## src/hw/rtl/icwp_pkg.sv

```systemverilog
package icwp_pkg;

    localparam int MAX_ENTRIES = 64;
    localparam int COUNT_BITS  = 16;
    localparam int IDX_BITS    = $clog2(MAX_ENTRIES);
    localparam int N_BITS      = $clog2(MAX_ENTRIES + 1);
    localparam int CFG_BITS    = 7;
    localparam int RND_BITS    = 32;
    // 10*max fits in COUNT_BITS+4 bits; the sum of weights adds IDX_BITS more.
    localparam int NUM_BITS    = COUNT_BITS + 4;
    localparam int SUM_BITS    = NUM_BITS + IDX_BITS + 1;
    localparam int NUM_CNT_W   = $clog2(NUM_BITS + 1);
    localparam int RND_CNT_W   = $clog2(RND_BITS + 1);
    localparam logic [COUNT_BITS-1:0] COUNT_MAX = {COUNT_BITS{1'b1}};

    localparam logic [1:0] ST_OK       = 2'd0;
    localparam logic [1:0] ST_NO_ACT   = 2'd1;
    localparam logic [1:0] ST_ZERO_CNT = 2'd2;

    typedef enum logic [3:0] {
        S_IDLE,
        S_MAX_RD,
        S_MAX_CHK,
        S_SUM_RD,
        S_SUM_DIV,
        S_SUM_ADD,
        S_MOD,
        S_WALK_RD,
        S_WALK_DIV,
        S_WALK_CHK,
        S_UPDATE,
        S_OUT
    } state_t;

    typedef struct packed {
        logic load_item;   // capture the accepted word
        logic write_load;  // write the loaded count
        logic clr_idx;     // index and accumulators to zero
        logic rd;          // read table at index, or at the pick on an update
        logic max_step;    // fold read value into max
        logic div_start;
        logic sum_add;
        logic mod_start;
        logic run_add;
        logic idx_inc;
        logic upd_write;   // saturating increment of the pick
        logic set_pick;    // take index as pick
        logic set_status;
        logic [1:0] status;
    } cmd_t;

    typedef struct packed {
        logic last_idx;    // index is at n-1
        logic n_zero;
        logic rd_zero;     // read value is zero
        logic div_busy;
        logic mod_busy;
        logic run_gt;      // running sum plus current weight above the residue
    } sts_t;

endpackage

```

## src/hw/rtl/icwp_datapath.sv

```systemverilog
module icwp_datapath (
    input  logic                              clk,
    input  logic                              rst_n,
    input  icwp_pkg::cmd_t                    cmd,
    output icwp_pkg::sts_t                    sts,
    input  logic [icwp_pkg::CFG_BITS-1:0]     active_entries,
    input  logic [icwp_pkg::IDX_BITS-1:0]     entry_index,
    input  logic [15:0]                       use_count,
    input  logic [31:0]                       random_word,
    output logic [5:0]                        picked_index,
    output logic [15:0]                       new_count,
    output logic [1:0]                        status
);
    import icwp_pkg::*;

    logic [COUNT_BITS-1:0] mem [MAX_ENTRIES];
    logic [COUNT_BITS-1:0] rd_reg;
    logic [IDX_BITS-1:0]   ld_idx_reg;
    logic [15:0]           ld_cnt_reg;
    logic [RND_BITS-1:0]   rnd_reg;
    logic [N_BITS-1:0]     idx_reg;
    logic [N_BITS-1:0]     n_val;
    logic [COUNT_BITS-1:0] max_reg;
    logic [SUM_BITS-1:0]   sum_reg;
    logic [SUM_BITS-1:0]   run_reg;
    logic [IDX_BITS-1:0]   pick_reg;
    logic [15:0]           nc_reg;
    logic [1:0]            status_reg;

    // Weight divider: restoring, one quotient bit a cycle.
    logic [NUM_BITS-1:0]   dq_reg;
    logic [COUNT_BITS:0]   drem_reg;
    logic [NUM_CNT_W-1:0]  dcnt_reg;
    logic [COUNT_BITS+1:0] dtrial;

    // Residue unit: random word modulo the weight sum, one bit a cycle.
    logic [RND_BITS-1:0]   mq_reg;
    logic [SUM_BITS:0]     mrem_reg;
    logic [RND_CNT_W-1:0]  mcnt_reg;
    logic [SUM_BITS+1:0]   mtrial;

    always_comb
    begin
        if (active_entries > CFG_BITS'(MAX_ENTRIES))
            n_val = N_BITS'(MAX_ENTRIES);
        else
            n_val = N_BITS'(active_entries);
    end

    always_ff @(posedge clk)
    begin
        if (cmd.write_load)
            mem[ld_idx_reg] <= COUNT_BITS'(ld_cnt_reg);
        else if (cmd.upd_write)
            mem[pick_reg] <= (rd_reg == COUNT_MAX) ? rd_reg : rd_reg + 1'b1;
        if (cmd.rd)
            rd_reg <= mem[cmd.upd_write ? pick_reg : idx_reg[IDX_BITS-1:0]];
    end

    always_ff @(posedge clk)
    begin
        if (cmd.load_item)
        begin
            ld_idx_reg <= entry_index;
            ld_cnt_reg <= use_count;
            rnd_reg    <= random_word;
            max_reg    <= '0;
        end
        if (cmd.clr_idx)
        begin
            sum_reg <= '0;
            run_reg <= '0;
        end
        if (cmd.max_step && rd_reg > max_reg)
            max_reg <= rd_reg;
        if (cmd.sum_add)
            sum_reg <= sum_reg + SUM_BITS'(dq_reg);
        if (cmd.run_add)
            run_reg <= run_reg + SUM_BITS'(dq_reg);
        if (cmd.set_pick)
            pick_reg <= idx_reg[IDX_BITS-1:0];
    end

    always_ff @(posedge clk or negedge rst_n)
    begin
        if (!rst_n)
        begin
            idx_reg    <= '0;
            dcnt_reg   <= '0;
            mcnt_reg   <= '0;
            status_reg <= ST_OK;
            nc_reg     <= '0;
        end
        else
        begin
            if (cmd.clr_idx)
                idx_reg <= '0;
            else if (cmd.idx_inc)
                idx_reg <= idx_reg + 1'b1;
            if (cmd.set_status)
            begin
                status_reg <= cmd.status;
                nc_reg     <= (cmd.status == ST_OK) ?
                              ((rd_reg == COUNT_MAX) ? 16'(rd_reg) : 16'(rd_reg + 1'b1)) :
                              16'd0;
            end
            if (cmd.div_start)
                dcnt_reg <= NUM_CNT_W'(NUM_BITS);
            else if (dcnt_reg != '0)
                dcnt_reg <= dcnt_reg - 1'b1;
            if (cmd.mod_start)
                mcnt_reg <= RND_CNT_W'(RND_BITS);
            else if (mcnt_reg != '0)
                mcnt_reg <= mcnt_reg - 1'b1;
        end
    end

    assign dtrial = {drem_reg, dq_reg[NUM_BITS-1]} - {1'b0, 1'b0, rd_reg};

    always_ff @(posedge clk)
    begin
        if (cmd.div_start)
        begin
            dq_reg   <= NUM_BITS'({max_reg, 3'b000}) + NUM_BITS'({max_reg, 1'b0});
            drem_reg <= '0;
        end
        else if (dcnt_reg != '0)
        begin
            if (!dtrial[COUNT_BITS+1])
            begin
                drem_reg <= dtrial[COUNT_BITS:0];
                dq_reg   <= {dq_reg[NUM_BITS-2:0], 1'b1};
            end
            else
            begin
                drem_reg <= {drem_reg[COUNT_BITS-1:0], dq_reg[NUM_BITS-1]};
                dq_reg   <= {dq_reg[NUM_BITS-2:0], 1'b0};
            end
        end
    end

    assign mtrial = {mrem_reg, mq_reg[RND_BITS-1]} - {2'b00, sum_reg};

    always_ff @(posedge clk)
    begin
        if (cmd.mod_start)
        begin
            mq_reg   <= rnd_reg;
            mrem_reg <= '0;
        end
        else if (mcnt_reg != '0)
        begin
            mq_reg <= {mq_reg[RND_BITS-2:0], 1'b0};
            if (!mtrial[SUM_BITS+1])
                mrem_reg <= mtrial[SUM_BITS:0];
            else
                mrem_reg <= {mrem_reg[SUM_BITS-1:0], mq_reg[RND_BITS-1]};
        end
    end

    assign sts.last_idx = (idx_reg == n_val - 1'b1);
    assign sts.n_zero   = (n_val == '0);
    assign sts.rd_zero  = (rd_reg == '0);
    assign sts.div_busy = (dcnt_reg != '0);
    assign sts.mod_busy = (mcnt_reg != '0);
    // The running sum including the weight that the divider has just produced.
    assign sts.run_gt   = (({1'b0, run_reg} + (SUM_BITS+1)'(dq_reg)) > mrem_reg);

    assign picked_index = (status_reg == ST_OK) ? 6'(pick_reg) : 6'd0;
    assign new_count    = nc_reg;
    assign status       = status_reg;

endmodule

```

## src/hw/rtl/icwp_ctrl.sv

```systemverilog
module icwp_ctrl (
    input  logic           clk,
    input  logic           rst_n,
    input  logic           in_fire,
    input  logic           in_func,
    input  logic           out_busy,
    input  icwp_pkg::sts_t sts,
    output icwp_pkg::cmd_t cmd,
    output logic           in_ready,
    output logic           out_set
);
    import icwp_pkg::*;

    state_t state_reg, state_next;
    logic   func_reg;

    always_ff @(posedge clk or negedge rst_n)
    begin
        if (!rst_n)
        begin
            state_reg <= S_IDLE;
            func_reg  <= 1'b0;
        end
        else
        begin
            state_reg <= state_next;
            if (in_fire)
                func_reg <= in_func;
        end
    end

    always_comb
    begin
        state_next = state_reg;
        case (state_reg)
            S_IDLE:     if (in_fire) state_next = S_MAX_RD;
            S_MAX_RD:   state_next = func_reg ? (sts.n_zero ? S_OUT : S_MAX_CHK) : S_IDLE;
            S_MAX_CHK:
            begin
                if (sts.rd_zero)      state_next = S_OUT;
                else if (sts.last_idx) state_next = S_SUM_RD;
                else                  state_next = S_MAX_RD;
            end
            S_SUM_RD:   state_next = S_SUM_DIV;
            S_SUM_DIV:  state_next = S_SUM_ADD;
            S_SUM_ADD:
            begin
                if (!sts.div_busy) state_next = sts.last_idx ? S_MOD : S_SUM_RD;
            end
            S_MOD:      if (!sts.mod_busy) state_next = S_WALK_RD;
            S_WALK_RD:  state_next = S_WALK_DIV;
            S_WALK_DIV: state_next = S_WALK_CHK;
            S_WALK_CHK:
            begin
                if (!sts.div_busy)
                    state_next = (sts.run_gt || sts.last_idx) ? S_UPDATE : S_WALK_RD;
            end
            S_UPDATE:   state_next = S_OUT;
            S_OUT:      if (!out_busy) state_next = S_IDLE;
            default:    state_next = S_IDLE;
        endcase
    end

    // A load writes the table in S_MAX_RD and returns to idle without a result.
    always_comb
    begin
        cmd      = '0;
        in_ready = 1'b0;
        out_set  = 1'b0;
        case (state_reg)
            S_IDLE:
            begin
                in_ready      = 1'b1;
                cmd.load_item = in_fire;
                cmd.clr_idx   = in_fire;
            end
            S_MAX_RD:
            begin
                cmd.write_load = !func_reg;
                cmd.rd         = func_reg;
                if (func_reg && sts.n_zero)
                begin
                    cmd.set_status = 1'b1;
                    cmd.status     = ST_NO_ACT;
                end
            end
            S_MAX_CHK:
            begin
                cmd.max_step = 1'b1;
                if (sts.rd_zero)
                begin
                    cmd.set_status = 1'b1;
                    cmd.status     = ST_ZERO_CNT;
                end
                else if (sts.last_idx)
                    cmd.clr_idx = 1'b1;
                else
                    cmd.idx_inc = 1'b1;
            end
            S_SUM_RD:   cmd.rd = 1'b1;
            S_SUM_DIV:  cmd.div_start = 1'b1;
            S_SUM_ADD:
            begin
                if (!sts.div_busy)
                begin
                    cmd.sum_add = 1'b1;
                    if (sts.last_idx) cmd.mod_start = 1'b1;
                    cmd.idx_inc = !sts.last_idx;
                    cmd.clr_idx = sts.last_idx;
                end
            end
            S_MOD:      cmd.mod_start = 1'b0;
            S_WALK_RD:  cmd.rd = 1'b1;
            S_WALK_DIV: cmd.div_start = 1'b1;
            S_WALK_CHK:
            begin
                if (!sts.div_busy)
                begin
                    cmd.run_add  = 1'b1;
                    cmd.set_pick = 1'b1;
                    cmd.idx_inc  = !(sts.run_gt || sts.last_idx);
                end
            end
            S_UPDATE:
            begin
                cmd.rd         = 1'b1;
                cmd.upd_write  = 1'b1;
                cmd.set_status = 1'b1;
                cmd.status     = ST_OK;
            end
            S_OUT:
            begin
                out_set = func_reg && !out_busy;
            end
            default: ;
        endcase
    end

endmodule

```

## src/hw/rtl/inverse_count_weighted_pick_unit.sv

```systemverilog
// Roulette-wheel pick over a 64-entry table of use counts, biased toward entries
// used least. A load word (func 0) writes one count and gives no result. A pick
// word (func 1) scans the active entries for the largest count, sums the weights
// floor(10*max/count) through a bit-serial divider, reduces random_word modulo
// that sum in a serial unit, walks the entries again until the running sum
// passes the residue, and increments the chosen count with saturation. The
// input is taken only in the idle state, so a pick holds it off until its
// result is registered, and a load holds it off while it writes the table.
// Picks return status 1 when no entry is active and 2 when an active count is
// zero. Table entries must be loaded before a pick reads them.
module inverse_count_weighted_pick_unit (
    input  logic                          clk,
    input  logic                          rst_n,
    input  logic                          cfg_we,
    input  logic [icwp_pkg::CFG_BITS-1:0] cfg_wdata,
    input  logic                          s_tvalid,
    output logic                          s_tready,
    input  logic                          s_tuser,   // func
    input  logic [55:0]                   s_tdata,   // entry_index, use_count, random_word
    output logic                          m_tvalid,
    input  logic                          m_tready,
    output logic [23:0]                   m_tdata    // picked_index, new_count, status
);
    import icwp_pkg::*;

    logic [CFG_BITS-1:0] active_reg;
    logic                in_fire, out_set, m_valid_reg;
    logic [23:0]         m_data_reg;
    logic [5:0]          pi;
    logic [15:0]         nc;
    logic [1:0]          st;
    cmd_t                cmd;
    sts_t                sts;

    assign in_fire = s_tvalid && s_tready;

    always_ff @(posedge clk or negedge rst_n)
    begin
        if (!rst_n)
            active_reg <= '0;
        else if (cfg_we)
            active_reg <= cfg_wdata;
    end

    icwp_ctrl u_ctrl (
        .clk      (clk),
        .rst_n    (rst_n),
        .in_fire  (in_fire),
        .in_func  (s_tuser),
        .out_busy (m_valid_reg && !m_tready),
        .sts      (sts),
        .cmd      (cmd),
        .in_ready (s_tready),
        .out_set  (out_set)
    );

    icwp_datapath u_dp (
        .clk            (clk),
        .rst_n          (rst_n),
        .cmd            (cmd),
        .sts            (sts),
        .active_entries (active_reg),
        .entry_index    (s_tdata[5:0]),
        .use_count      (s_tdata[21:6]),
        .random_word    (s_tdata[53:22]),
        .picked_index   (pi),
        .new_count      (nc),
        .status         (st)
    );

    always_ff @(posedge clk or negedge rst_n)
    begin
        if (!rst_n)
            m_valid_reg <= 1'b0;
        else if (out_set)
            m_valid_reg <= 1'b1;
        else if (m_tready)
            m_valid_reg <= 1'b0;
    end

    always_ff @(posedge clk)
    begin
        if (out_set)
            m_data_reg <= {st, nc, pi};
    end

    assign m_tvalid = m_valid_reg;
    assign m_tdata  = m_data_reg;

`ifndef ASSERT_OFF
    a_no_accept_busy: assert property (@(posedge clk) disable iff (!rst_n)
        in_fire |=> !s_tready) else $error("input taken while busy");
    a_out_hold: assert property (@(posedge clk) disable iff (!rst_n)
        (m_tvalid && !m_tready) |=> $stable(m_tdata)) else $error("output changed");
    a_status_code: assert property (@(posedge clk) disable iff (!rst_n)
        m_tvalid |-> (m_tdata[23:22] != 2'd3)) else $error("bad status");
`endif

endmodule

```

## config.mk

```make
export PLATFORM = sky130hd
export DESIGN_NAME = inverse_count_weighted_pick_unit
export DESIGN_NICKNAME = d
export VERILOG_FILES = /design/src/hw/rtl/icwp_pkg.sv /design/src/hw/rtl/icwp_datapath.sv /design/src/hw/rtl/icwp_ctrl.sv /design/src/hw/rtl/inverse_count_weighted_pick_unit.sv
export SDC_FILE = /design/constraint.sdc
export NUM_CORES = 2
export LEC_CHECK = 0
export ABC_CLOCK_PERIOD_IN_PS = 4800
export BUFFER_PORTS_ARGS = -buffer_cell sky130_fd_sc_hd__buf_2
export CAP_MARGIN = 25
export CORE_UTILIZATION = 45
export CTS_CLUSTER_SIZE = 10
export DETAILED_ROUTE_END_ITERATION = 10
export PLACE_DENSITY = 0.64
export SLEW_MARGIN = 15
export SYNTH_ARGS = -nofsm -noshare
export SYNTH_HDL_FRONTEND = slang
export SYNTH_SLANG_ARGS = --single-unit
```

## constraint.sdc

```tcl
create_clock -name clk -period 4.8 [get_ports clk]
set_clock_uncertainty 0.05 [all_clocks]
set_input_delay 0.48 -clock clk [delete_from_list [all_inputs] [get_ports clk]]
set_output_delay 0.48 -clock clk [all_outputs]
set_load 0.1 [all_outputs]
```

Word-level counts from Yosys, hierarchy flattened --
Memories as Yosys holds them, arrays and structs flattened. A register that Yosys moved wholly into a read port is not among the register bits. Index checks and enable logic that the tools add are counted.
Storage, ports and cells: bits in registers 300, latch bits 0, memory bits (writable) 1024, memory bits (read-only) 0, input port bits 69, output and inout port bits 26, logic and storage cells 154, memories 1
Operators by class: add/subtract/negate cells 11, multiply operators 0, divide/modulo/power cells 0, $lt $le $gt $ge 3, eq/ne operators 18, shifts and indexed selects 0, mux-type cells 70, bitwise operators 0, reductions and logical operators 29
Memories:
- u_dp.mem | depth 64, bits a word 16, read ports 1, clocked after memory_dff 1, wr ports 1, line icwp_datapath.sv:16 | logic [COUNT_BITS-1:0] mem [MAX_ENTRIES];
Operator list (number):
- 2-to-1 mux 27 bit | 3
- 2-to-1 mux 16 bit | 5
- 2-to-1 mux 32 bit | 2
- adder 27 x 20 -> 27 bit | 2
- case mux 4 bit (12 select lines) | 1
- 2-to-1 mux 20 bit | 2
- 2-to-1 mux 4 bit | 9
- subtractor 29 x 27 -> 29 bit | 1
- adder 27 x 20 -> 28 bit | 1
- greater-than comparator 28 bit | 1
- 2-to-1 mux 28 bit | 1
- 2-to-1 mux 1 bit | 27
- 2-to-1 mux 6 bit | 4
- 2-to-1 mux 7 bit | 3
- adder 19 x 17 -> 20 bit | 1
- subtractor 18 x 16 -> 18 bit | 1
- 2-to-1 mux 17 bit | 1
- adder 16 x 1 -> 16 bit (second input constant) | 1
- equality test 16 bit (second input constant) | 1
- equality test 4 x 3 -> 1 bit (second input constant) | 4
- equality test 4 bit (second input constant) | 4
- greater-than comparator 16 bit | 1
- logical NOT 16 bit | 1
- OR reduction 16 bit | 1
- other kinds (28) | 53

Logic depth before layout (Yosys ltp) --
depth in word-level cells 10, gate-level depth with buffers 21, depth with buffers taken out 21

Hierarchy --
A second synthesis with hierarchy kept.
Unflattened totals: cells, all modules 3681, area, all modules 58506.1 µm²
By module, submodules not included:
- icwp_datapath | times used 1, cells each 3553, area an instance 56824.5 µm², sequential area each 38496.9 µm²
- inverse_count_weighted_pick_unit | times used 1, cells each 43, area an instance 1056.0 µm², sequential area each 920.9 µm²
- icwp_ctrl | times used 1, cells each 85, area an instance 625.6 µm², sequential area each 125.1 µm²

Least setup slack after synthesis --
Ideal clock, no wire load.
kind register -> register, from register u_ctrl.state_reg[3], to register u_dp.run_reg[0], enable pin, library setup time 384 ps, arrival 5557 ps, required time 4366 ps, slack -1191 ps, stages on the path, launching flop included 9, path buffers 2, period minus slack after synthesis 5991 ps, cell sequence dfrtp_1 clkbuf_1 or2_2 clkbuf_1 nor3_1 nand2_1 inv_1 nor2_1 nand2_1
On the way: longest elaborated chain between the ends 5, elaborated cells on any way between the ends 9, those cells by class 3 x eq/ne; 3 x mux; 3 x reduce/logical
Ends and longest elaborated chain:
- start, declared | line icwp_ctrl.sv:14 | state_t state_reg, state_next;
- start signal, assigned | line icwp_ctrl.sv:26 | state_reg <= state_next;
- logical NOT 4 bit | line icwp_ctrl.sv:70 | case (state_reg)
- 2-to-1 mux 1 bit | line icwp_ctrl.sv:70
- via s_tready | line inverse_count_weighted_pick_unit.sv:17 | output logic s_tready,
- logical AND 1 bit | line inverse_count_weighted_pick_unit.sv:35 | assign in_fire = s_tvalid && s_tready;
- case mux 1 bit (3 select lines) | line icwp_ctrl.sv:70
- nonzero test 2 bit (no line)
- end signal, assigned | line icwp_datapath.sv:79 | run_reg <= run_reg + SUM_BITS'(dq_reg);
- end, declared | line icwp_datapath.sv:25 | logic [SUM_BITS-1:0] run_reg;
The timed path passes the listed nets, and every way through them passes these cells. A chain may end at the register's enable or synchronous reset.

Worst setup path after layout --
from register u_dp.dq_reg[0], to register u_ctrl.state_reg[3]
On the way: longest elaborated chain between the ends 6
Ends and longest elaborated chain:
- start, declared | line icwp_datapath.sv:31 | logic [NUM_BITS-1:0] dq_reg;
- start signal, assigned | line icwp_datapath.sv:124 | dq_reg <= NUM_BITS'({max_reg, 3'b000}) + NUM_BITS'({max_reg, 1'b0});
- start signal, assigned | line icwp_datapath.sv:132 | dq_reg <= {dq_reg[NUM_BITS-2:0], 1'b1};
- start signal, assigned | line icwp_datapath.sv:137 | dq_reg <= {dq_reg[NUM_BITS-2:0], 1'b0};
- adder 27 x 20 -> 28 bit | line icwp_datapath.sv:167 | assign sts.run_gt = (({1'b0, run_reg} + (SUM_BITS+1)'(dq_reg)) > mrem_reg);
- greater-than comparator 28 bit | line icwp_datapath.sv:167
- logical OR 1 bit | line icwp_ctrl.sv:56 | state_next = (sts.run_gt || sts.last_idx) ? S_UPDATE : S_WALK_RD;
- 2-to-1 mux 4 bit | line icwp_ctrl.sv:56
- 2-to-1 mux 4 bit | line icwp_ctrl.sv:55 | if (!sts.div_busy)
- case mux 4 bit (12 select lines) | line icwp_ctrl.sv:35 | case (state_reg)
Every way passes these cells. The select of a mux whose other input is x is not followed.

==> flow_summary.toml <==
[critical_path]
cp_max_fo = 4
crit_slowest_cell = "fa_2"
required_ns = 5.39
cp_num_buf_inv = 6
cp-end-kind = "flip-flop"
startpoint_type = "flip-flop"
cp.arrival_ns = 5.17
critPathMaxStageDelay_ns = 0.41
timing.critical_path.mode_cell = "buf_4"
crit_type = "reg -> reg"
critPathTopFamily = "compound AO/OA/AOI/OAI gates"

[cts]
cts_buffers = 155
cts.clk_slew.worst_paths_ns = 0.06
tritoncts = "built"
h-tree-depth = 4
cts_buffer_depth = 3
cts_sinks = 1340
clock_latency_ns = 0.79
cts_root_buf = "clkbuf_16"

[routing]
ant_nets = 0
vias_per_cell = 5.80
wl_per_cell_um = 24.7
vias = 34400
dr.pass1.iters = 5
totalWireLength_mm = 147
drt_iter0_markers = 3283
drc_errors = 0

[timing]
maxSlewViolCount = 0
whs_ns = 0.0987
finalHoldViolCount = 0
worst_slew_pin_slew_ns = 1.01
fin_crit_ns = 4.58
timing.fmax_mhz = 218
min_period_over_period_pct = 95.4
relSlewSlack_pct = 30.9
final-setup-viol-count = 0

[yosys]
synth_seq_cells = 1340
postSynthCellCount = 3778
synth_common_cells = "edfxtp_1, nand2_1, mux4_2"
ys_seq_area_share_pct = 67.8
synth_ff_type = "edfxtp_1"
yosysWarnings = 0
synth_edf_count = 1246
async_reset_ff_share_pct = 3.66
ys_types = 72
synth_area_leader_cell = "edfxtp_1"
yosysTopAreaCellShare_pct = 64.1
yosys-top-cells-area = "edfxtp_1, mux4_2, ha_1, nand2_1, dfrtp_1"
synth_area_um2 = 58400
synth_fp_nets = 4000
syn_area_per_cell_um2 = 15.4
yosys.cell_count.top_type = "edfxtp_1"

[power_and_ir_drop]
power_mw = 41.0
p_per_area_nw_per_um2 = 607
power.leakage_nw = 24.0
peakVddDrop_v = 0.000406

[die]
die_h_um = 362
pin_count = 95
rows = 131
die_w_um = 362
initial_core_util_pct = 45.5
die_area_um2 = 131000
coreArea_um2 = 128000

[place]
placed_cell_area_um2 = 62300
gp_congestion = 0.888
portBuffers = 92
dp_hpwl_mm = 93.8

[global_routing]
grt_pass1_wl_mm = 217
grt-ovfl-total = 0
grt_pass1_vias = 34209
grt_usage_pct = 22.4
antenna_found_initial = 3
grt_max_degree = 65

[min_path]
hp-class = "in -> reg"

[layout]
final_cell_area_um2 = 67600
fill_cells = 10378
seq_area_um2 = 39500
fin_util_pct = 52.7
diodes = 0
nets = 4356
largest_reg_flops = 1024
layout-area-overhead-vs-synth_pct = 15.8
multi_input_area_um2 = 17900
drive_gt1_share_pct = 19.4

[job]
max_cap_viol_count = 0

[outcome]
status = "finished, final reports clean"
[cells in the final DEF, fill, tap and decap left out, types with 23 or more instances in the layout]
cell / n
o21a_1: 27
clkbuf_1: 47
a311oi_1: 37
nor2_1: 205
nand3_1: 36
xnor2_1: 69
ha_1: 147
dlygate4sd3_1: 64
a21oi_1: 155
clkbuf_16: 156
nor2b_1: 28
dfrtp_1: 49
nor3_1: 51
and2_1: 97
o21ai_0: 93
nand2b_1: 24
edfxtp_1: 1246
a21o_1: 53
xor2_1: 34
a211oi_1: 98
buf_2: 92
nand2_1: 373
dfxtp_1: 45
mux4_2: 256
buf_4: 189
a31oi_1: 44
mux2i_1: 33
buf_12: 23
nand4_1: 26
and3_1: 25
inv_1: 131
[where the power goes]
part           switching (mW)  leakage (nW)  internal (mW)
sequential              0.800          12.4           14.2
clock                    4.57          2.15           6.06
combinational            8.94          9.51           6.44
[routing by layer]
metal  GRT usage (%)  up-vias  wire, um
met5               0        -         0
met4            7.32        0      4310
met3            4.07      247      9870
met2            36.4     1241     70900
met1            30.5    17550     61500
li1                -    15362         -
[what timing repair did]
| item | in CTS | in global routing |
|---|---|---|
| hold endpoints to repair | 112 | 0 |
| pin swaps | 3 | 8 |
| resized for setup | 9 | 21 |
| setup endpoints to repair | 10 | 10 |
| hold buffers | 64 | 0 |
| buffers inserted | 0 | 2 |
[kinds of logic after synthesis]
logic type      Yosys count  share of synthesized area, %
buf+inv                 302                          2.01
compound gates          629                          7.06
fa+ha+maj               153                          3.34
simple gates            945                          7.53
xor+xnor                104                          1.56
flops                  1340                          67.8
mux                     305                          10.7
[per-stage QoR]
stage	instances	setup slack [ns]	TNS, ns
floorplan	3778	0.191	0
global placement	5638	-0.343	-2.24
detailed placement	5638	-0.349	-2.22
CTS	5927	0.0205	0
global route	5931	-0.0320	-0.0581
finish	5931	0.219	0
[cell type report]
class / count / area share, %
timing repair buffer: 369 / 4.45
tap: 1729 / 3.20
clock inverter: 18 / 0.489
inverter: 132 / 0.738
multi-input combinational: 2136 / 26.5
sequential: 1340 / 58.5
clock buffer: 207 / 6.12
[final timing paths]
| check | slack (ns) | to | start | depth (start not counted) |
|---|---|---|---|---|
| min in group asynchronous | 0.36 | u_dp.dcnt_reg[3] | rst_n | 3 |
| max | 0.22 | u_ctrl.state_reg[3] | u_dp.dq_reg[0] | 25 |
| max reg2reg | 0.22 | u_ctrl.state_reg[3] | u_dp.dq_reg[0] | 25 |
| max in group asynchronous | 3.73 | u_dp.mcnt_reg[4] | rst_n | 3 |
| min reg2reg | 0.40 | m_tdata[17] | u_dp.new_count[11] | 0 |
| min | 0.1 | active_reg[0] | cfg_we | 2 |
Power figures use the tool's default switching activity.
